### src/swrl_pkg.sv
`timescale 1ns / 1ps

package swrl_pkg;

  // field widths
  localparam int unsigned SecW    = 32;
  localparam int unsigned MillisW = 10;
  localparam int unsigned CntW    = 16;

  // reset value of the rate limit
  localparam logic [CntW-1:0] MaxRateRst = 16'd100;

  // division by 1000 through a reciprocal: exact for dividends below 2**ProdW
  localparam int unsigned ProdW    = 20;
  localparam int unsigned DivShift = 30;
  localparam int unsigned DivMulW  = 21;
  localparam logic [DivMulW-1:0] DivMul = 21'd1073742;
  localparam int unsigned QuotW    = 11;

  // sequencer states
  typedef enum logic [6:0] {
    ST_IDLE   = 7'b0000001,
    ST_DIV1   = 7'b0000010,
    ST_DIV2   = 7'b0000100,
    ST_DECIDE = 7'b0001000,
    ST_CLEAR  = 7'b0010000,
    ST_WALK   = 7'b0100000,
    ST_OUT    = 7'b1000000
  } state_e;

  // how the current request relates to the stored rows
  typedef enum logic [1:0] {
    MODE_FIRST = 2'd0,
    MODE_SAME  = 2'd1,
    MODE_NEXT  = 2'd2,
    MODE_GAP   = 2'd3
  } mode_e;

endpackage

### src/swrl_slot_idx.sv
`timescale 1ns / 1ps

module swrl_slot_idx #(
  parameter int unsigned SLOTS = 10,
  parameter int unsigned SW    = 4
) (
  input  logic                         clk_i,
  input  logic [swrl_pkg::MillisW-1:0] millis_i,
  output logic [SW-1:0]                slot_o
);

  localparam int unsigned MulW = swrl_pkg::ProdW + swrl_pkg::DivMulW;

  logic [swrl_pkg::ProdW-1:0] prod_q;
  logic [swrl_pkg::ProdW-1:0] prod_d;
  logic [MulW-1:0]            recip;
  logic [swrl_pkg::QuotW-1:0] quot;
  logic [SW-1:0]              slot_q;
  logic [SW-1:0]              slot_d;

  // first stage: millis scaled by the slot count
  assign prod_d = swrl_pkg::ProdW'(millis_i) * swrl_pkg::ProdW'(SLOTS);

  // second stage: divide by 1000 and saturate at the last slot
  assign recip = MulW'(prod_q) * MulW'(swrl_pkg::DivMul);
  assign quot  = recip[swrl_pkg::DivShift +: swrl_pkg::QuotW];

  always_comb begin
    if (quot > swrl_pkg::QuotW'(SLOTS - 1)) begin
      slot_d = SW'(SLOTS - 1);
    end else begin
      slot_d = quot[SW-1:0];
    end
  end

  always_ff @(posedge clk_i) begin
    prod_q <= prod_d;
    slot_q <= slot_d;
  end

  assign slot_o = slot_q;

endmodule

### src/swrl_cnt_mem.sv
`timescale 1ns / 1ps

module swrl_cnt_mem #(
  parameter int unsigned DEPTH = 20,
  parameter int unsigned AW    = 5
) (
  input  logic                      clk_i,
  input  logic                      we_i,
  input  logic [AW-1:0]             waddr_i,
  input  logic [swrl_pkg::CntW-1:0] wdata_i,
  input  logic [AW-1:0]             raddr_i,
  output logic [swrl_pkg::CntW-1:0] rdata_o
);

  logic [swrl_pkg::CntW-1:0] mem_q [DEPTH];
  logic [swrl_pkg::CntW-1:0] rdata_q;

  // write port
  always_ff @(posedge clk_i) begin
    if (we_i) begin
      mem_q[waddr_i] <= wdata_i;
    end
  end

  // registered read port
  always_ff @(posedge clk_i) begin
    rdata_q <= mem_q[raddr_i];
  end

  assign rdata_o = rdata_q;

endmodule

### src/sliding_window_rate_limiter_unit.sv
`timescale 1ns / 1ps

// channel  | direction | handshake                      | beat
// ---------+-----------+--------------------------------+---------------------------
// in       | input     | in_valid_i / in_stall_o        | seconds_i, millis_i
// out      | output    | out_valid_o / out_stall_i      | allowed_o, window_count_o
// cfg      | input     | cfg_valid_i / cfg_ready_o      | cfg_max_rate_i
//
// one request at a time; after the accepting edge ST_DIV1 and ST_DIV2 compute the slot
// index and ST_DECIDE picks the case, then per case: same second a window walk, next
// second a clear of the new row plus a walk of the old row's later slots, other gaps and
// the first request a clear of both rows; ST_OUT then hands the beat to the output
// register, waiting while a held result still sits there.
// the counter memory, one read and one write per cycle, sets the pace.
// no clearing pass after reset: the first request clears both rows.
// a held result in the output register does not block the next input beat.

module sliding_window_rate_limiter_unit #(
  parameter int unsigned SLOTS = 10
) (
  input  logic                         clk_i,
  input  logic                         rst_ni,
  input  logic                         in_valid_i,
  output logic                         in_stall_o,
  input  logic [swrl_pkg::SecW-1:0]    seconds_i,
  input  logic [swrl_pkg::MillisW-1:0] millis_i,
  output logic                         out_valid_o,
  input  logic                         out_stall_i,
  output logic                         allowed_o,
  output logic [swrl_pkg::CntW-1:0]    window_count_o,
  input  logic                         cfg_valid_i,
  output logic                         cfg_ready_o,
  input  logic [swrl_pkg::CntW-1:0]    cfg_max_rate_i
);

  localparam int unsigned Depth = 2 * SLOTS;
  localparam int unsigned SW    = $clog2(SLOTS);
  localparam int unsigned AW    = $clog2(Depth);
  localparam int unsigned CW    = $clog2(Depth + 1);
  localparam int unsigned RW    = $clog2(SLOTS + 1);
  localparam int unsigned CntW  = swrl_pkg::CntW;
  localparam int unsigned SecW  = swrl_pkg::SecW;

  // control state
  swrl_pkg::state_e state_q, state_d;
  logic             in_use_q, in_use_d;
  logic             cur_row_q, cur_row_d;
  logic [CntW-1:0]  max_rate_q, max_rate_d;
  logic             out_valid_q, out_valid_d;
  logic             rd_pend_q, rd_pend_d;

  // datapath registers
  swrl_pkg::mode_e  mode_q, mode_d;
  logic [SecW-1:0]  row_sec_q [2];
  logic [SecW-1:0]  row_sec_d [2];
  logic [SecW-1:0]  secs_q, secs_d;
  logic [swrl_pkg::MillisW-1:0] millis_q, millis_d;
  logic [AW-1:0]    clr_addr_q, clr_addr_d;
  logic [CW-1:0]    clr_left_q, clr_left_d;
  logic [AW-1:0]    rd_addr_q, rd_addr_d;
  logic [RW-1:0]    rd_left_q, rd_left_d;
  logic             first_q, first_d;
  logic [CntW-1:0]  sum_q, sum_d;
  logic [CntW-1:0]  cur_val_q, cur_val_d;
  logic             res_allowed_q, res_allowed_d;
  logic [CntW-1:0]  res_count_q, res_count_d;
  logic             do_write_q, do_write_d;
  logic [AW-1:0]    wr_addr_q, wr_addr_d;
  logic [CntW-1:0]  wr_data_q, wr_data_d;
  logic             out_allowed_q, out_allowed_d;
  logic [CntW-1:0]  out_count_q, out_count_d;

  // memory port and helpers
  logic [SW-1:0]    slot;
  logic             mem_we;
  logic [AW-1:0]    mem_waddr;
  logic [CntW-1:0]  mem_wdata;
  logic [CntW-1:0]  mem_rdata;
  logic [CntW-1:0]  sum_new;
  logic [CntW-1:0]  cur_val_eff;
  logic [AW-1:0]    base_cur;
  logic [AW-1:0]    base_oth;
  logic [SecW-1:0]  sec_diff;
  logic             out_free;

  swrl_slot_idx #(
    .SLOTS (SLOTS),
    .SW    (SW)
  ) u_slot_idx (
    .clk_i    (clk_i),
    .millis_i (millis_q),
    .slot_o   (slot)
  );

  swrl_cnt_mem #(
    .DEPTH (Depth),
    .AW    (AW)
  ) u_cnt_mem (
    .clk_i   (clk_i),
    .we_i    (mem_we),
    .waddr_i (mem_waddr),
    .wdata_i (mem_wdata),
    .raddr_i (rd_addr_q),
    .rdata_o (mem_rdata)
  );

  // row bases and window arithmetic
  assign base_cur    = cur_row_q ? AW'(SLOTS) : '0;
  assign base_oth    = cur_row_q ? '0 : AW'(SLOTS);
  assign sec_diff    = secs_q - row_sec_q[cur_row_q];
  assign sum_new     = sum_q + mem_rdata;
  assign cur_val_eff = (first_q && rd_pend_q) ? mem_rdata : cur_val_q;
  assign out_free    = !out_valid_q || !out_stall_i;

  // sequencer
  always_comb begin
    state_d       = state_q;
    in_use_d      = in_use_q;
    cur_row_d     = cur_row_q;
    max_rate_d    = max_rate_q;
    out_valid_d   = out_valid_q;
    rd_pend_d     = 1'b0;
    mode_d        = mode_q;
    row_sec_d     = row_sec_q;
    secs_d        = secs_q;
    millis_d      = millis_q;
    clr_addr_d    = clr_addr_q;
    clr_left_d    = clr_left_q;
    rd_addr_d     = rd_addr_q;
    rd_left_d     = rd_left_q;
    first_d       = first_q;
    sum_d         = sum_q;
    cur_val_d     = cur_val_q;
    res_allowed_d = res_allowed_q;
    res_count_d   = res_count_q;
    do_write_d    = do_write_q;
    wr_addr_d     = wr_addr_q;
    wr_data_d     = wr_data_q;
    out_allowed_d = out_allowed_q;
    out_count_d   = out_count_q;
    mem_we        = 1'b0;
    mem_waddr     = wr_addr_q;
    mem_wdata     = wr_data_q;

    // config write
    if (cfg_valid_i) begin
      max_rate_d = cfg_max_rate_i;
    end

    // output beat taken
    if (out_valid_q && !out_stall_i) begin
      out_valid_d = 1'b0;
    end

    case (state_q)
      swrl_pkg::ST_IDLE: begin
        if (in_valid_i) begin
          secs_d   = seconds_i;
          millis_d = millis_i;
          state_d  = swrl_pkg::ST_DIV1;
        end
      end

      swrl_pkg::ST_DIV1: begin
        state_d = swrl_pkg::ST_DIV2;
      end

      swrl_pkg::ST_DIV2: begin
        state_d = swrl_pkg::ST_DECIDE;
      end

      swrl_pkg::ST_DECIDE: begin
        sum_d   = '0;
        first_d = 1'b0;
        if (!in_use_q) begin
          // first request: clear everything, the window is empty
          in_use_d      = 1'b1;
          cur_row_d     = 1'b0;
          row_sec_d[0]  = secs_q;
          row_sec_d[1]  = secs_q;
          mode_d        = swrl_pkg::MODE_FIRST;
          clr_addr_d    = '0;
          clr_left_d    = CW'(Depth);
          wr_addr_d     = AW'(slot);
          wr_data_d     = CntW'(1);
          res_allowed_d = 1'b1;
          do_write_d    = (max_rate_q != '0);
          res_count_d   = (max_rate_q != '0) ? CntW'(1) : '0;
          state_d       = swrl_pkg::ST_CLEAR;
        end else if (secs_q == row_sec_q[cur_row_q]) begin
          // same second: walk back from the slot across both rows
          mode_d    = swrl_pkg::MODE_SAME;
          rd_addr_d = base_cur + AW'(slot);
          rd_left_d = RW'(SLOTS);
          first_d   = 1'b1;
          wr_addr_d = base_cur + AW'(slot);
          state_d   = swrl_pkg::ST_WALK;
        end else if (sec_diff == SecW'(1)) begin
          // next second: swap rows, clear the new one, walk the old tail
          mode_d                = swrl_pkg::MODE_NEXT;
          cur_row_d             = !cur_row_q;
          row_sec_d[!cur_row_q] = secs_q;
          clr_addr_d            = base_oth;
          clr_left_d            = CW'(SLOTS);
          rd_addr_d             = base_cur + AW'(SLOTS - 1);
          rd_left_d             = RW'(SLOTS - 1) - RW'(slot);
          wr_addr_d             = base_oth + AW'(slot);
          state_d               = swrl_pkg::ST_CLEAR;
        end else begin
          // any other gap: start afresh
          mode_d        = swrl_pkg::MODE_GAP;
          row_sec_d[0]  = secs_q;
          row_sec_d[1]  = secs_q;
          clr_addr_d    = '0;
          clr_left_d    = CW'(Depth);
          wr_addr_d     = base_cur + AW'(slot);
          wr_data_d     = CntW'(1);
          res_allowed_d = 1'b1;
          res_count_d   = CntW'(1);
          do_write_d    = 1'b1;
          state_d       = swrl_pkg::ST_CLEAR;
        end
      end

      swrl_pkg::ST_CLEAR: begin
        mem_we     = 1'b1;
        mem_waddr  = clr_addr_q;
        mem_wdata  = '0;
        clr_addr_d = clr_addr_q + AW'(1);
        clr_left_d = clr_left_q - CW'(1);
        if (clr_left_q == CW'(1)) begin
          state_d = (mode_q == swrl_pkg::MODE_NEXT) ? swrl_pkg::ST_WALK : swrl_pkg::ST_OUT;
        end
      end

      swrl_pkg::ST_WALK: begin
        // issue one read a cycle, stepping down through the flat address space
        if (rd_left_q != '0) begin
          rd_pend_d = 1'b1;
          rd_left_d = rd_left_q - RW'(1);
          rd_addr_d = (rd_addr_q == '0) ? AW'(Depth - 1) : rd_addr_q - AW'(1);
        end
        // accumulate returning counters
        if (rd_pend_q) begin
          first_d   = 1'b0;
          cur_val_d = cur_val_eff;
          sum_d     = sum_new;
        end
        if (rd_pend_q && (sum_new >= max_rate_q)) begin
          res_allowed_d = 1'b0;
          res_count_d   = sum_new;
          do_write_d    = 1'b0;
          state_d       = swrl_pkg::ST_OUT;
        end else if (rd_left_q == '0) begin
          res_allowed_d = 1'b1;
          res_count_d   = (rd_pend_q ? sum_new : sum_q) + CntW'(1);
          do_write_d    = 1'b1;
          wr_data_d     = (mode_q == swrl_pkg::MODE_SAME) ? cur_val_eff + CntW'(1)
                                                          : CntW'(1);
          state_d       = swrl_pkg::ST_OUT;
        end
      end

      swrl_pkg::ST_OUT: begin
        if (out_free) begin
          mem_we        = do_write_q;
          out_valid_d   = 1'b1;
          out_allowed_d = res_allowed_q;
          out_count_d   = res_count_q;
          state_d       = swrl_pkg::ST_IDLE;
        end
      end

      default: begin
        state_d = swrl_pkg::ST_IDLE;
      end
    endcase
  end

  // control registers
  always_ff @(posedge clk_i or negedge rst_ni) begin
    if (!rst_ni) begin
      state_q     <= swrl_pkg::ST_IDLE;
      in_use_q    <= 1'b0;
      cur_row_q   <= 1'b0;
      max_rate_q  <= swrl_pkg::MaxRateRst;
      out_valid_q <= 1'b0;
      rd_pend_q   <= 1'b0;
    end else begin
      state_q     <= state_d;
      in_use_q    <= in_use_d;
      cur_row_q   <= cur_row_d;
      max_rate_q  <= max_rate_d;
      out_valid_q <= out_valid_d;
      rd_pend_q   <= rd_pend_d;
    end
  end

  // datapath registers
  always_ff @(posedge clk_i) begin
    mode_q        <= mode_d;
    row_sec_q     <= row_sec_d;
    secs_q        <= secs_d;
    millis_q      <= millis_d;
    clr_addr_q    <= clr_addr_d;
    clr_left_q    <= clr_left_d;
    rd_addr_q     <= rd_addr_d;
    rd_left_q     <= rd_left_d;
    first_q       <= first_d;
    sum_q         <= sum_d;
    cur_val_q     <= cur_val_d;
    res_allowed_q <= res_allowed_d;
    res_count_q   <= res_count_d;
    do_write_q    <= do_write_d;
    wr_addr_q     <= wr_addr_d;
    wr_data_q     <= wr_data_d;
    out_allowed_q <= out_allowed_d;
    out_count_q   <= out_count_d;
  end

  assign in_stall_o     = (state_q != swrl_pkg::ST_IDLE);
  assign out_valid_o    = out_valid_q;
  assign allowed_o      = out_allowed_q;
  assign window_count_o = out_count_q;
  assign cfg_ready_o    = 1'b1;

endmodule

### config.mk
export PLATFORM = sky130hd
export DESIGN_NAME = sliding_window_rate_limiter_unit
export DESIGN_NICKNAME = d
export VERILOG_FILES = /design/src/swrl_pkg.sv /design/src/swrl_slot_idx.sv /design/src/swrl_cnt_mem.sv /design/src/sliding_window_rate_limiter_unit.sv
export SDC_FILE = /design/constraint.sdc
export NUM_CORES = 1
export LEC_CHECK = 0
export BUFFER_PORTS_ARGS = -buffer_cell sky130_fd_sc_hd__buf_2
export CAP_MARGIN = 25
export CORE_UTILIZATION = 45
export CTS_CLUSTER_DIAMETER = 120
export DETAILED_ROUTE_END_ITERATION = 8
export HOLD_SLACK_MARGIN = 0.03
export PLACE_DENSITY_LB_ADDON = 0.1
export SLEW_MARGIN = 5
export SYNTH_ARGS = -nofsm -noshare
export SYNTH_HDL_FRONTEND = slang
export SYNTH_SLANG_ARGS = --single-unit
### constraint.sdc
create_clock -name clk_i -period 7.95 [get_ports clk_i]
set_input_delay 1.59 -clock clk_i [delete_from_list [all_inputs] [get_ports clk_i]]
set_output_delay 1.59 -clock clk_i [all_outputs]
set_load 0.1 [all_outputs]
; ---- After elaboration in Yosys (flattened, before gate mapping)
; Memories as Yosys holds them, arrays and structs flattened. A register that Yosys moved wholly into a read port is not among the register bits.
; Index checks and enable logic that the tools add are counted.
[totals]
reg_bits = 260
latch_bits = 0
ram_bits = 320
romBits = 0
input_bits = 63
out_inout_bits = 20
word_cells = 190
mem_count = 1
[memory_table]
columns = name, depth, width, read_ports, rd_clocked_by_memory_dff, write_ports, line
row1 = u_cnt_mem.mem_q, 20, 16, 1, 1, 1, swrl_cnt_mem.sv:15  ; logic [swrl_pkg::CntW-1:0] mem_q [DEPTH];
[classes]
addsub = 12
n_mul = 2
div = 0
n_lt_le_gt_ge = 5
eq_ne = 27
shift = 0
mux = 85
bitwise = 3
n_reduce_logical = 26
[ops]
columns = operator, count
row1 = $mux W16, 12
row2 = $mux W64, 3
row3 = $mux W32, 4
row4 = $pmux W16 S2, 3
row5 = $mux W5, 13
row6 = $bwmux W64, 1
row7 = $pmux W7 S7, 1
row8 = $mux W7, 6
row9 = $mul A13 B20 Y33 const B, 1
row10 = $add A16 B1 Y16 const B, 2
row11 = $demux W32 S1, 1
row12 = $eq A32 B1 Y1 const B, 1
row13 = $eq A32 B32 Y1, 1
row14 = $mux W4, 8
row15 = $sub A32 B32 Y32, 1
row16 = $pmux W5 S2, 3
row17 = $mux W1, 23
row18 = $ne A2 B2 Y1 const B, 9
row19 = $add A16 B16 Y16, 1
row20 = $ge A16 B16 Y1, 1
row21 = $reduce_bool A16 Y1, 1
row22 = $mul A10 B3 Y13 const B, 1
row23 = $mux W6, 2
row24 = $ne A3 B3 Y1 const B, 4
row25 = other kinds (37), 57

; ---- Logic depth before layout (Yosys ltp)
; Gate-level depths: netlist (run 1).
[logic_depth]
depth_word = 10
ltp_mapped = 20
ltp_nobuf = 20

; ---- Cells and area by module
; From an unflattened synthesis (run 1), not the netlist that was laid out.
[unflattened]
cells_unflattened = 2433
area_unflattened_um2 = 31051.0
[modules_own_cells]
columns = module, instances, cells_each, area_each_um2, seq_area_each_um2
row1 = sliding_window_rate_limiter_unit, 1, 1326, 14176.1, 7166.9
row2 = swrl_cnt_mem, 1, 682, 12781.0, 9929.5
row3 = swrl_slot_idx, 1, 425, 4093.9, 340.3

; ---- Worst setup path before layout (run 1)
; No wires, ideal clock.
[synth_timing]
path_type = reg2reg
from = reg cur_row_q
to = reg row_sec_q[0] (netlist bit), enable pin
setup_ns = 0.425
t_arrival_ns = 5.363
required_ns = 7.525
slack_ns = 2.162
path_stages_with_launch = 17
n_path_buf = 4
period_less_slack_ns = 5.788
path_cell_list = dfrtp_1 buf_2 buf_1 mux2i_1 ha_1 clkbuf_1 a21oi_1 o21ai_0 a22o_1 a211o_1 a211o_1 or2_2 and4_1 and4_1 buf_4 nand3_4 nor2b_1
[synth_between]
elab_chain_len = 7
[synth_rtl]
columns = element, line
row1 = from (decl), sliding_window_rate_limiter_unit.sv:47  ; logic cur_row_q, cur_row_d;
row2 = from (signal assigned), sliding_window_rate_limiter_unit.sv:292  ; cur_row_q <= cur_row_d;
row3 = $not A1 Y2 (not written as such), sliding_window_rate_limiter_unit.sv:190  ; end else if (secs_q == row_sec_q[cur_row_q]) begin
row4 = $mux W32 (not written as such) (3 in a row), sliding_window_rate_limiter_unit.sv:190
row5 = $eq A32 B32 Y1, sliding_window_rate_limiter_unit.sv:190
row6 = $ne A2 B2 Y1 (no line), n/a
row7 = $reduce_and A2 Y1 (no line), n/a
row8 = to (signal assigned), sliding_window_rate_limiter_unit.sv:302  ; row_sec_q <= row_sec_d;
row9 = to (decl), sliding_window_rate_limiter_unit.sv:54  ; logic [SecW-1:0] row_sec_q [2];
; Every way passes these cells. The select of a mux whose other input is x is not followed.
; A chain may end at the register's enable or synchronous reset.

; ---- Final worst setup path (run 1)
[layout_timing]
from = reg cur_row_q
to = reg row_sec_q[21] (netlist bit), enable pin
; Same word-level chain as after synthesis.

==> results.md, run 1 <==
- Outcome: complete, no violations
- Aggregate global routing overflow: 0
- Async SR Flop Fraction: 0.04530
- CP cell instances: buf_4 > mux2i_1 > ha_1 > a21oi_1 > o21ai_1 > a32oi_1 > o221ai_1 > or4_1 > or4b_1 > nor4_4 > and4_1 > nand3_4 > nor2b_4 > buf_16
- Core ar.: approximately 67000 µm²
- Synth Area in Adders: 0.1126
- P per Cell Area: ~350 nW/µm²
- Port bufs: 81
- CP max stage delay: approximately 0.83 ns
- WHS Path Cells: 0
- Multi-input combinational cell area: approximately 12000 µm²
- Syn-to-layout area delta: 12.11%
- Share of layout cells above drive strength 1: 0.1618
- Comb pwr share: 0.425
- Syn avg cell area: about 14 µm²
- Syn Nets: 2548
- EDFF count, synth: roughly 540
- DRC errors left: 0
- Total Routing Usage GR: 0.2024
- Final setup viols: 0
- DRT iter0 DRCs: between 1000 and 1500
- Post-synthesis xor/xnor area fraction: 0.01917
- Initial antenna violation count: 1
- Post-synth cell types: between 80 and 90
- Top reg by flops: u_cnt_mem.mem_q
- Most frequent cells in the layout: edfxtp_1, ha_1, inv_1, nor2_1, nand2_1
- Die W: approximately 260 µm
- Mux contribution to synthesized area: 0.09906
- CP Max Fanout: 31
- Area leader, netlist: edfxtp_1
- Final worst-path cycle share: 0.7402
- DP HPWL: 46080 µm
- Reg-to-reg setup timing slack: 2.07 ns
- Data arrival, critical path: between 6 and 7 ns
- Crit path max-delay family: simple AND/OR/NAND/NOR gates
- Main combinational cell family by area after synthesis: adder cells
- Die H: 262.8 µm
- Post-synthesis cell count: 2239
- H-tree levels: 3
- Drt total wl: about 69000 µm
- # Max-Cap Violations: 0
- Commonest register cell after synthesis: edfxtp_1
- Die ar.: a little under 70000 µm²
- Largest regs: u_cnt_mem.mem_q x320, row_sec_q x64, secs_q x32
- Most common cell after layout, fill and taps aside: edfxtp_1
- Max Root-Sink Buffers: 3
- Int Power: roughly 7.5 mW
- Worst Hold Class: flop to flop
- Sw Ratio: 0.3709
- Lkg Pwr: roughly 13 nW
- Part of the power in registers: 0.323
- Worst vdd ir: around 320 µV
- NetSw: ~4.4 mW
- First-pass DRT Iterations: 5
- Hold Startpoint: millis_q[0]$_DFFE_PP_
- Placer's final routability congestion estimate: just over 0.9
- Synth top area cells: edfxtp_1, ha_1, mux4_2
- Reg-to-reg startpoint: cur_row_q$_DFFE_PN0P_
- Minimum clock period: 5.885 ns
- Post-synth top area share: 0.5257
- Hold path endpoint: u_slot_idx.prod_q[1]$_DFF_P_
- CP Capture Type: flop
- FP Rows: 95
- DR WL/cell: around 21 µm
- Vias in the first global route: around 19000
- Worst skew pair latency: ~0.62 ns
- Crit path required time: ~8.3 ns
- Fin Setup TNS: 0 ns
- Slew Limit Fails: 0
- RSZ-0062 raised after global routing: no
- CTS buffer count: 67
- First-pass GRT wire length: around 110000 µm
- # placed instances: 3149
- Post-Synthesis Cell Area: 30620 µm²
- Yosys warns: 0
- Clock power frac: 0.252
- Post-CTS Setup Bufs: 0
- Via Count: 18288
- Fmax: 169.9 MHz
- Slew @ Worst Pin: 0.9144 ns
- Max-Slew Margin vs Limit: 0.3904
- Starting Density: 0.4551
- I/O Pins: 83
- Final ANT Viol Nets: 0
- R2R Path End: row_sec_q[21]$_DFFE_PP_
- Hold buffer count at cts: 0
- Seq/Total Area, Yosys: 0.5695
- Worst r2r path cells: 14
- Critical path class: flop to flop
- Post-Layout Cell Count: 3271
- Ant. Diodes: 0
- Clk pin slew, worst setup/hold paths: 0.06 ns
- Sequential cell area: 17440 µm²
- Final Hold Viols: 0
- WP depth: 14
- Root Driver: clkbuf_16
- Layout filler cell count: roughly 5800
- Worst path bufs/invs: 2
- Vias per cell: ~5.6
- Startpoint Class: flop
- Final Net Count: between 2000 and 3000
- Synth Register Bits: a little under 600
- CTS tree: yes
- Simple-Gate Fraction of Synth Area: 0.09441
- Compound-Gate Fraction of Synth Area: 0.07172
- Clock Skews: 0.02497 ns
- Max FFs per register: 320
- Post-CTS Resized: 0
- Crit path max-delay cell type: dfrtp_2
- Largest net degree at the start of global routing: between 50 and 60
- CTS Sinks: ~600
## worst max path at each step
| stage | startpoint | to | slack (ns) |
|---|---|---|---|
| 3_5_place_dp | sum_q[0]$_SDFFCE_PN0P_ | res_count_q[14]$_SDFFCE_PN0P_ | 1.98 |
| 4_1_cts | sum_q[0]$_SDFFCE_PN0P_ | res_count_q[15]$_SDFFCE_PN0P_ | 1.93 |
| 5_1_grt | cur_row_q$_DFFE_PN0P_ | row_sec_q[24]$_DFFE_PP_ | 1.61 |
| 2_1_floorplan | cur_row_q$_DFFE_PN0P_ | row_sec_q[0]$_DFFE_PP_ | 2.16 |
| 3_3_place_gp | sum_q[0]$_SDFFCE_PN0P_ | res_count_q[14]$_SDFFCE_PN0P_ | 2.03 |
| 6_report | cur_row_q$_DFFE_PN0P_ | row_sec_q[21]$_DFFE_PP_ | 2.07 |
## logic make-up (layout without fill, tap and decap cells)
family,after synthesis,count (layout)
buf+inv,257,416
compound gates,340,340
flops,596,596
other cells,1,1
simple gates,553,553
mux,179,179
fa+ha+maj,246,246
xor+xnor,67,67
## area by class of cell
| type | count | area share |
|---|---|---|
| sequential | 596 | 0.5081 |
| inverter | 175 | 0.01914 |
| tap | 873 | 0.03183 |
| timing repair buffer | 122 | 0.02216 |
| multi-input combinational | 1386 | 0.3565 |
| clock inverter | 32 | 0.01006 |
| clock buffer | 87 | 0.05220 |
## power groups by stage
stage / sequential, mW / combinational [mW] / clock, mW
floorplan: 3.81 / 3.75 / 0
global placement: 3.90 / 4.96 / 0
detailed placement: 3.89 / 5.10 / 0
CTS: 3.83 / 5.16 / 3.06
global route: 3.85 / 5.96 / 3.19
finish: 3.83 / 5.04 / 2.99
## per-layer routing
layer / wire length, µm / vias to the layer above / track usage / share of wire
met4: 1537 / 0 / 0.05674 / 0.022
met1: 31770 / 9184 / 0.2854 / 0.46
li1: - / 8612 / - / -
met3: 2810 / 105 / 0.02539 / 0.041
met2: 32540 / 387 / 0.3306 / 0.47
met5: 0 / - / 0 / 0
## metrics by stage
| stage | power (mW) | util | hold slack [ns] | setup slack, ns | area [µm²] |
|---|---|---|---|---|---|
| final | 11.86 | 0.5102 | 0.3891 | 2.065 | 34320 |
| after global routing | 13.00 | 0.5102 | 0.4065 | 1.612 | 34320 |
| after CTS | 12.06 | 0.5091 | 0.3932 | 1.928 | 34250 |
| after detailed placement | 8.993 | 0.4773 | 0.3795 | 1.979 | 32110 |
| after global placement | 8.856 | 0.4773 | 0.3912 | 2.032 | 32110 |
| after floorplan | 7.565 | - | 0.3546 | 2.162 | 30620 |
## cell usage after synthesis (15+ instances only)
master    number
o21ai_0       75
nand3_1       31
inv_1        174
a21oi_1       89
nand2_1      108
edfxtp_1     536
fa_1          49
clkbuf_1      50
xor2_1        24
mux4_2        96
dfrtp_1       23
mux2_2        31
nor3_1        35
mux2i_1       51
dfxtp_1       33
or3_1         18
nor2_1       142
and2_1        54
buf_1         15
xnor2_1       43
ha_1         197
nand2b_1      15
a21o_1        29
nand4_1       17
nor2b_1       49
Power figures use the tool's default switching activity.
==> run 2: changes to the inputs <==
Clock period 7.95 ns to 5.7 ns, I/O delays scaled along.
==> run 2 against run 1 <==
  * Final cell count up 0.92%
  * Global-route usage up 0.21 points
  * Clock skew down 0.0022 ns
  * First-iteration DRC count up 0.31%
  * Critical path depth up 6
  * Clock power up 46%
  * Design area up 0.83%
  * Worst hold slack worse by 0.010 ns
  * Routed wire length up 1.1%
==> results.md, run 2 (synthesized netlist as in run 1, its figures left out) <==
- Outcome: complete, no violations
- Post-Layout Cell Count: 3301 (+0.92%)
- Crit path required time: 6.18 ns (-2.13 ns)
- Hold path endpoint: u_slot_idx.prod_q[1]$_DFF_P_
- First-pass DRT Iterations: 5 (unchanged)
- Worst Hold Class: flop to flop
- Final ANT Viol Nets: 0 (unchanged)
- Max Root-Sink Buffers: 3 (unchanged)
- Clk pin slew, worst setup/hold paths: 0.05 ns (about the same)
- FP Rows: 95 (unchanged)
- Post-CTS Setup Bufs: 0 (unchanged)
- Core ar.: 67280 µm² (unchanged)
- H-tree levels: 3 (unchanged)
- Total Routing Usage GR: 0.2046 (+0.002136)
- Via Count: 18343 (+0.30%)
- Final Net Count: 2680 (+0.87%)
- CTS buffer count: 68 (+1.5%)
- Syn-to-layout area delta: 13.04%
- Critical path class: flop to flop
- Area after DPL: 32330 µm² (+0.69%)
- Initial antenna violation count: 1 (unchanged)
- Die ar.: 69080 µm² (unchanged)
- Top reg by flops: u_cnt_mem.mem_q
- Slew Limit Fails: 0 (unchanged)
- Hold WS: 0.3790 ns (-0.01008 ns)
- Vias in the first global route: 18781 (-0.83%)
- # Max-Cap Violations: 0 (unchanged)
- I/O Pins: 83 (unchanged)
- WHS Path Cells: 0 (unchanged)
- P per Cell Area: 485.2 nW/µm² (+40%)
- Final Hold Viols: 0 (unchanged)
- Clock Skews: 0.02281 ns (-0.002160 ns)
- Max FFs per register: 320 (unchanged)
- Placer's final routability congestion estimate: 0.8800 (-5.2%)
- Most frequent cells in the layout: edfxtp_1, ha_1, inv_1, nor2_1, nand2_1
- Vias per cell: 5.557 (-0.61%)
- Fmax: 185.1 MHz (+8.9%)
- CP Max Fanout: 7 (-77%)
- Port bufs: 81 (unchanged)
- Aggregate global routing overflow: 0 (unchanged)
- Worst skew pair latency: 0.62 ns (about the same)
- Starting Density: 0.4551 (unchanged)
- DRT iter0 DRCs: 1301 (+0.31%)
- Die W: 262.8 µm (unchanged)
- Die H: 262.8 µm (unchanged)
- Data arrival, critical path: 5.89 ns (-0.35 ns)
- Drt total wl: 69420 µm (+1.1%)
- # placed instances: 3174 (+0.79%)
- DR WL/cell: 21.03 µm (+0.18%)
- DRC errors left: 0 (unchanged)
- Reg-to-reg setup timing slack: 0.30 ns (-1.77 ns)
- Reg-to-reg startpoint: u_slot_idx.prod_q[12]$_DFF_P_
- R2R Path End: u_slot_idx.slot_o[3]$_SDFF_PN1_
- Worst vdd ir: 536.9 µV (+69%)
- Final worst-path cycle share: 0.9477 (+0.2075)
- Share of layout cells above drive strength 1: 0.1736 (+0.01181)
- Most common cell after layout, fill and taps aside: edfxtp_1
- RSZ-0062 raised after global routing: no
- Final Util: 0.5144 (+0.004259)
- Largest net degree at the start of global routing: 66 (+14%)
- Minimum clock period: 5.402 ns (-0.4830 ns)
- Max-Slew Margin vs Limit: 0.2643 (-0.1260)
- First-pass GRT wire length: 109100 µm (+0.52%)
- DP HPWL: 47090 µm (+2.2%)
- Root Driver: clkbuf_16
- Final non-filler cell area: 34610 µm² (+0.83%)
- Worst r2r path cells: 20 (+6)
- Hold Startpoint: millis_q[0]$_DFFE_PP_
- Fin Setup TNS: 0 ns (unchanged)
- CTS Sinks: 596 (unchanged)
- Startpoint Class: flop
- Slew @ Worst Pin: 1.104 ns (+0.1891 ns)
- Largest regs: u_cnt_mem.mem_q x320, row_sec_q x64, secs_q x32
- CTS tree: yes
- Lkg Pwr: 12.93 nW (+1.3%)
- CP Capture Type: flop
- Final setup viols: 0 (unchanged)
-- run 2: metrics by stage --
stage               setup slack (ns)  total power [mW]
floorplan                     0.1208             10.55
global placement              0.2252             12.48
detailed placement           0.07105             12.62
CTS                          0.04665             17.12
global route                0.009015             18.41
finish                        0.2982             16.79
-- run 2: cell type report --
| type | instances | area (µm²) |
|---|---|---|
| Clock buffer | 86 | 1799 |
| Timing Repair Buffer | 144 | 910.9 |
| Clock inverter | 38 | 461.7 |
| Multi-Input combinational cell | 1386 | 12240 |
| Fill cell | 5735 | 32670 |
| Antenna cell | 3 | 7.507 |
| Inverter | 175 | 656.9 |
| Sequential cell | 596 | 17440 |
| Tap cell | 873 | 1092 |
-- run 2: how the worst max path moves through the flow --
stage | from | endpoint | slack, ns | cells past startpoint
floorplan | cur_row_q$_DFFE_PN0P_ | row_sec_q[32]$_DFFE_PP_ | 0.12 | 16
global placement | u_slot_idx.prod_q[12]$_DFF_P_ | u_slot_idx.slot_o[3]$_SDFF_PN1_ | 0.23 | 20
detailed placement | u_slot_idx.prod_q[12]$_DFF_P_ | u_slot_idx.slot_o[3]$_SDFF_PN1_ | 0.07 | 20
CTS | u_slot_idx.prod_q[12]$_DFF_P_ | u_slot_idx.slot_o[3]$_SDFF_PN1_ | 0.05 | 20
global route | u_slot_idx.prod_q[12]$_DFF_P_ | u_slot_idx.slot_o[3]$_SDFF_PN1_ | 0.009 | 20
finish | u_slot_idx.prod_q[12]$_DFF_P_ | u_slot_idx.slot_o[3]$_SDFF_PN1_ | 0.30 | 20
-- run 2: power breakdown --
part           switching, mW  total [mW]  internal (mW)
clock                   1.82        4.38           2.55
sequential             0.262        5.31           5.05
combinational           4.09        7.10           3.02
total                   6.17        16.8           10.6
-- run 2: timing repair --
action | CTS | global route
resized for setup | 0 | 2
setup endpoints to repair | 0 | 4
hold buffers | 0 | 0
-- run 2: worst max-delay path: stages, from the launching register on --
cell      delay (ns)
dfxtp_2         0.41
inv_1           0.11
ha_1            0.34
fa_1            0.52
inv_1           0.05
fa_1            0.50
inv_1           0.05
fa_1            0.50
fa_1            0.54
inv_1           0.04
ha_1            0.29
a21o_1          0.11
a21o_1          0.11
a21oi_1         0.08
o21ai_0         0.17
a221oi_1        0.14
or3b_2          0.53
and3_1          0.23
o21bai_2        0.19
nor4b_1         0.30
a211oi_1        0.07
-- run 2: per-layer routing --
layer	wire, µm	vias up	GRT usage	share of wire
li1	-	8683	-	-
met1	32710	9163	0.2902	0.47
met2	32010	387	0.3254	0.46
met3	2911	110	0.02980	0.042
met4	1775	0	0.06480	0.026
met5	0	-	0	0
==> run 3: changes to the inputs <==
Settings changed: CORE_UTILIZATION 45 to 40.
==> run 3 against run 2 <==
  * Global-route usage shrank 2.1 points
  * Sequential power hardly changed
  * Sequential share of layout area shrank 0.058 points
  * Clock power decreased by 3%
  * Critical endpoint is now rd_left_q[0]$_DFFE_PP_
  * Critical path depth fell by 7
  * Final cell count up 2.8%
  * Via count down 0.16%
  * Register-to-register slack improved by 0.02 ns
  * Clock skew is 0.028 ns higher
  * Die area rose by 12%
==> results.md, run 3 (synthesized netlist as in run 1, its figures left out) <==
- Crit path required time: 5.95 ns (-0.23 ns)
- Max FFs per register: 320 (unchanged)
- Worst skew pair latency: 0.63 ns (about the same)
- Root Driver: clkbuf_16
- CTS Sinks: 596 (unchanged)
- Most common cell after layout, fill and taps aside: edfxtp_1
- CP Capture Type: flop
- Placer's final routability congestion estimate: 0.9016 (+2.5%)
- Multi-input combinational cell area: 12250 µm² (+0.10%)
- Worst vdd ir: 561.7 µV (+4.6%)
- Lkg Pwr: 12.87 nW (-0.49%)
- Die H: 278.7 µm (+6.0%)
- Sequential cell area: 17440 µm² (unchanged)
- Most frequent cells in the layout: edfxtp_1, ha_1, inv_1, nor2_1, nand2_1
- CTS tree: yes
- Share of layout cells above drive strength 1: 0.1685 (-0.005148)
- DR WL/cell: 20.49 µm (-2.6%)
- Slew @ Worst Pin: 0.9588 ns (-0.1447 ns)
- I/O Pins: 83 (unchanged)
- Slew Limit Fails: 0 (unchanged)
- CTS buffer count: 66 (-2.9%)
- Largest regs: u_cnt_mem.mem_q x320, row_sec_q x64, secs_q x32
- Aggregate global routing overflow: 0 (unchanged)
- Reg-to-reg setup timing slack: 0.32 ns (+0.02 ns)
- Final non-filler cell area: 34650 µm² (+0.12%)
- Startpoint Class: flop
- Total Routing Usage GR: 0.1840 (-0.02058)
- Die W: 278.7 µm (+6.0%)
- Core ar.: 75820 µm² (+13%)
- First-pass GRT wire length: 110700 µm (+1.5%)
- DRC errors left: 0 (unchanged)
- Worst Setup Slack, final: 0.3178 ns (+0.01966 ns)
- # Max-Cap Violations: 0 (unchanged)
- RSZ-0062 raised after global routing: no
- Worst Hold Class: flop to flop
- Outcome: complete, no violations
- DRT iter0 DRCs: 1201 (-7.7%)
- FP Rows: 101 (+6.3%)
- Final ANT Viol Nets: 0 (unchanged)
- Via Count: 18314 (-0.16%)
- H-tree levels: 3 (unchanged)
- Critical path class: flop to flop
- Clock Skews: 0.05073 ns (+0.02792 ns)
- Clk pin slew, worst setup/hold paths: 0.06 ns (about the same)
- Final Hold Viols: 0 (unchanged)
- Die ar.: 77650 µm² (+12%)
- # placed instances: 3272 (+3.1%)
- P per Cell Area: 480.3 nW/µm² (-1.0%)
- Vias in the first global route: 18981 (+1.1%)
- Drt total wl: 69550 µm (+0.19%)
- Port bufs: 81 (unchanged)
- Final setup viols: 0 (unchanged)
- Vias per cell: 5.394 (-2.9%)
- Layout filler cell count: 6748 (+18%)
- Syn-to-layout area delta: 13.17%
- Final worst-path cycle share: 0.9442 (-0.003449)
- Largest net degree at the start of global routing: 84 (+27%)
- Final Net Count: 2672 (-0.30%)
- CP Max Fanout: 12 (+5)
- Fin Setup TNS: 0 ns (unchanged)
- Max Root-Sink Buffers: 3 (unchanged)
- Dpl ws: 0.1367 ns (+0.06570 ns)
- Max-Slew Margin vs Limit: 0.3608 (+0.09649)
- Minimum clock period: 5.382 ns (-0.01966 ns)
- Total power draw: 16.64 mW (-0.89%)
- Fmax: 185.8 MHz (+0.37%)
- Data arrival, critical path: 5.63 ns (-0.26 ns)
- DP HPWL: 47400 µm (+0.67%)
- Post-Layout Cell Count: 3395 (+2.8%)
- Initial antenna violation count: 0 (-1)
- First-pass DRT Iterations: 5 (unchanged)
- Area after DPL: 32410 µm² (+0.22%)
- Top reg by flops: u_cnt_mem.mem_q
- Starting Density: 0.4038 (-0.05129)
run 3: changes by cell type in the layout (fill, tap and decap cells not counted), moves of 3 or more:
cell,delta
clkinv_1,+3
clkbuf_1,+4
clkinv_2,-6
buf_4,-7
run 3: layout make-up:
cell class | count | share of cell area
Clock inverter | 31 | 0.01163
Antenna cell | 1 | 0.00007222
Sequential cell | 596 | 0.5033
Timing Repair Buffer | 138 | 0.02535
Clock buffer | 90 | 0.05171
Inverter | 175 | 0.01896
Tap cell | 978 | 0.03532
Multi-Input combinational cell | 1386 | 0.3536
run 3: what timing repair did:
item | in CTS | in global routing
endpoints found under the setup margin | 0 | 4
hold buffers | 0 | 0
setup buffers | 0 | 0
gates resized for setup | 0 | 5
run 3: path summary, 6_finish.rpt:
check / from / end / cells past startpoint
worst max register to register: cur_row_q$_DFFE_PN0P_ / rd_left_q[0]$_DFFE_PP_ / 13
worst min-delay path: millis_q[1]$_DFFE_PP_ / u_slot_idx.prod_q[2]$_DFF_P_ / 0
worst min register to register: millis_q[1]$_DFFE_PP_ / u_slot_idx.prod_q[2]$_DFF_P_ / 0
min in group asynchronous: rst_ni / max_rate_q[13]$_DFFE_PN0P_ / 1
worst max-delay path: cur_row_q$_DFFE_PN0P_ / rd_left_q[0]$_DFFE_PP_ / 13
max in group asynchronous: rst_ni / cur_row_q$_DFFE_PN0P_ / 1
run 3: metrics by stage:
step | hold slack [ns] | util
after floorplan | 0.3546 | -
after global placement | 0.3800 | 0.4274
after detailed placement | 0.3728 | 0.4274
after CTS | 0.3931 | 0.4563
after global routing | 0.4011 | 0.4569
final | 0.3860 | 0.4570
run 3: critical path, cell delays in order (launching register included):
cell	delay, ns
dfrtp_2	0.57
mux2_2	0.38
ha_1	0.20
fa_1	0.40
nand2b_1	0.21
a211o_1	0.34
a21boi_0	0.30
o2111ai_1	0.18
or4_1	0.40
or4b_1	0.53
nor4_4	0.34
and4_1	0.42
a21o_1	0.29
o21a_1	0.43
run 3: where the power goes:
| part | switching [mW] | internal [mW] | total [mW] |
|---|---|---|---|
| combinational | 4.07 | 3.03 | 7.10 |
| sequential | 0.249 | 5.05 | 5.30 |
| clock | 1.80 | 2.44 | 4.24 |
run 3: routing by layer:
layer  vias up  routed length (µm)  GRT usage
li1       8649                   -          -
met1      9241               32830     0.2611
met2       329               32910     0.2996
met3        95                2501    0.02284
met4         0                1298    0.04663
met5         -                   0          0
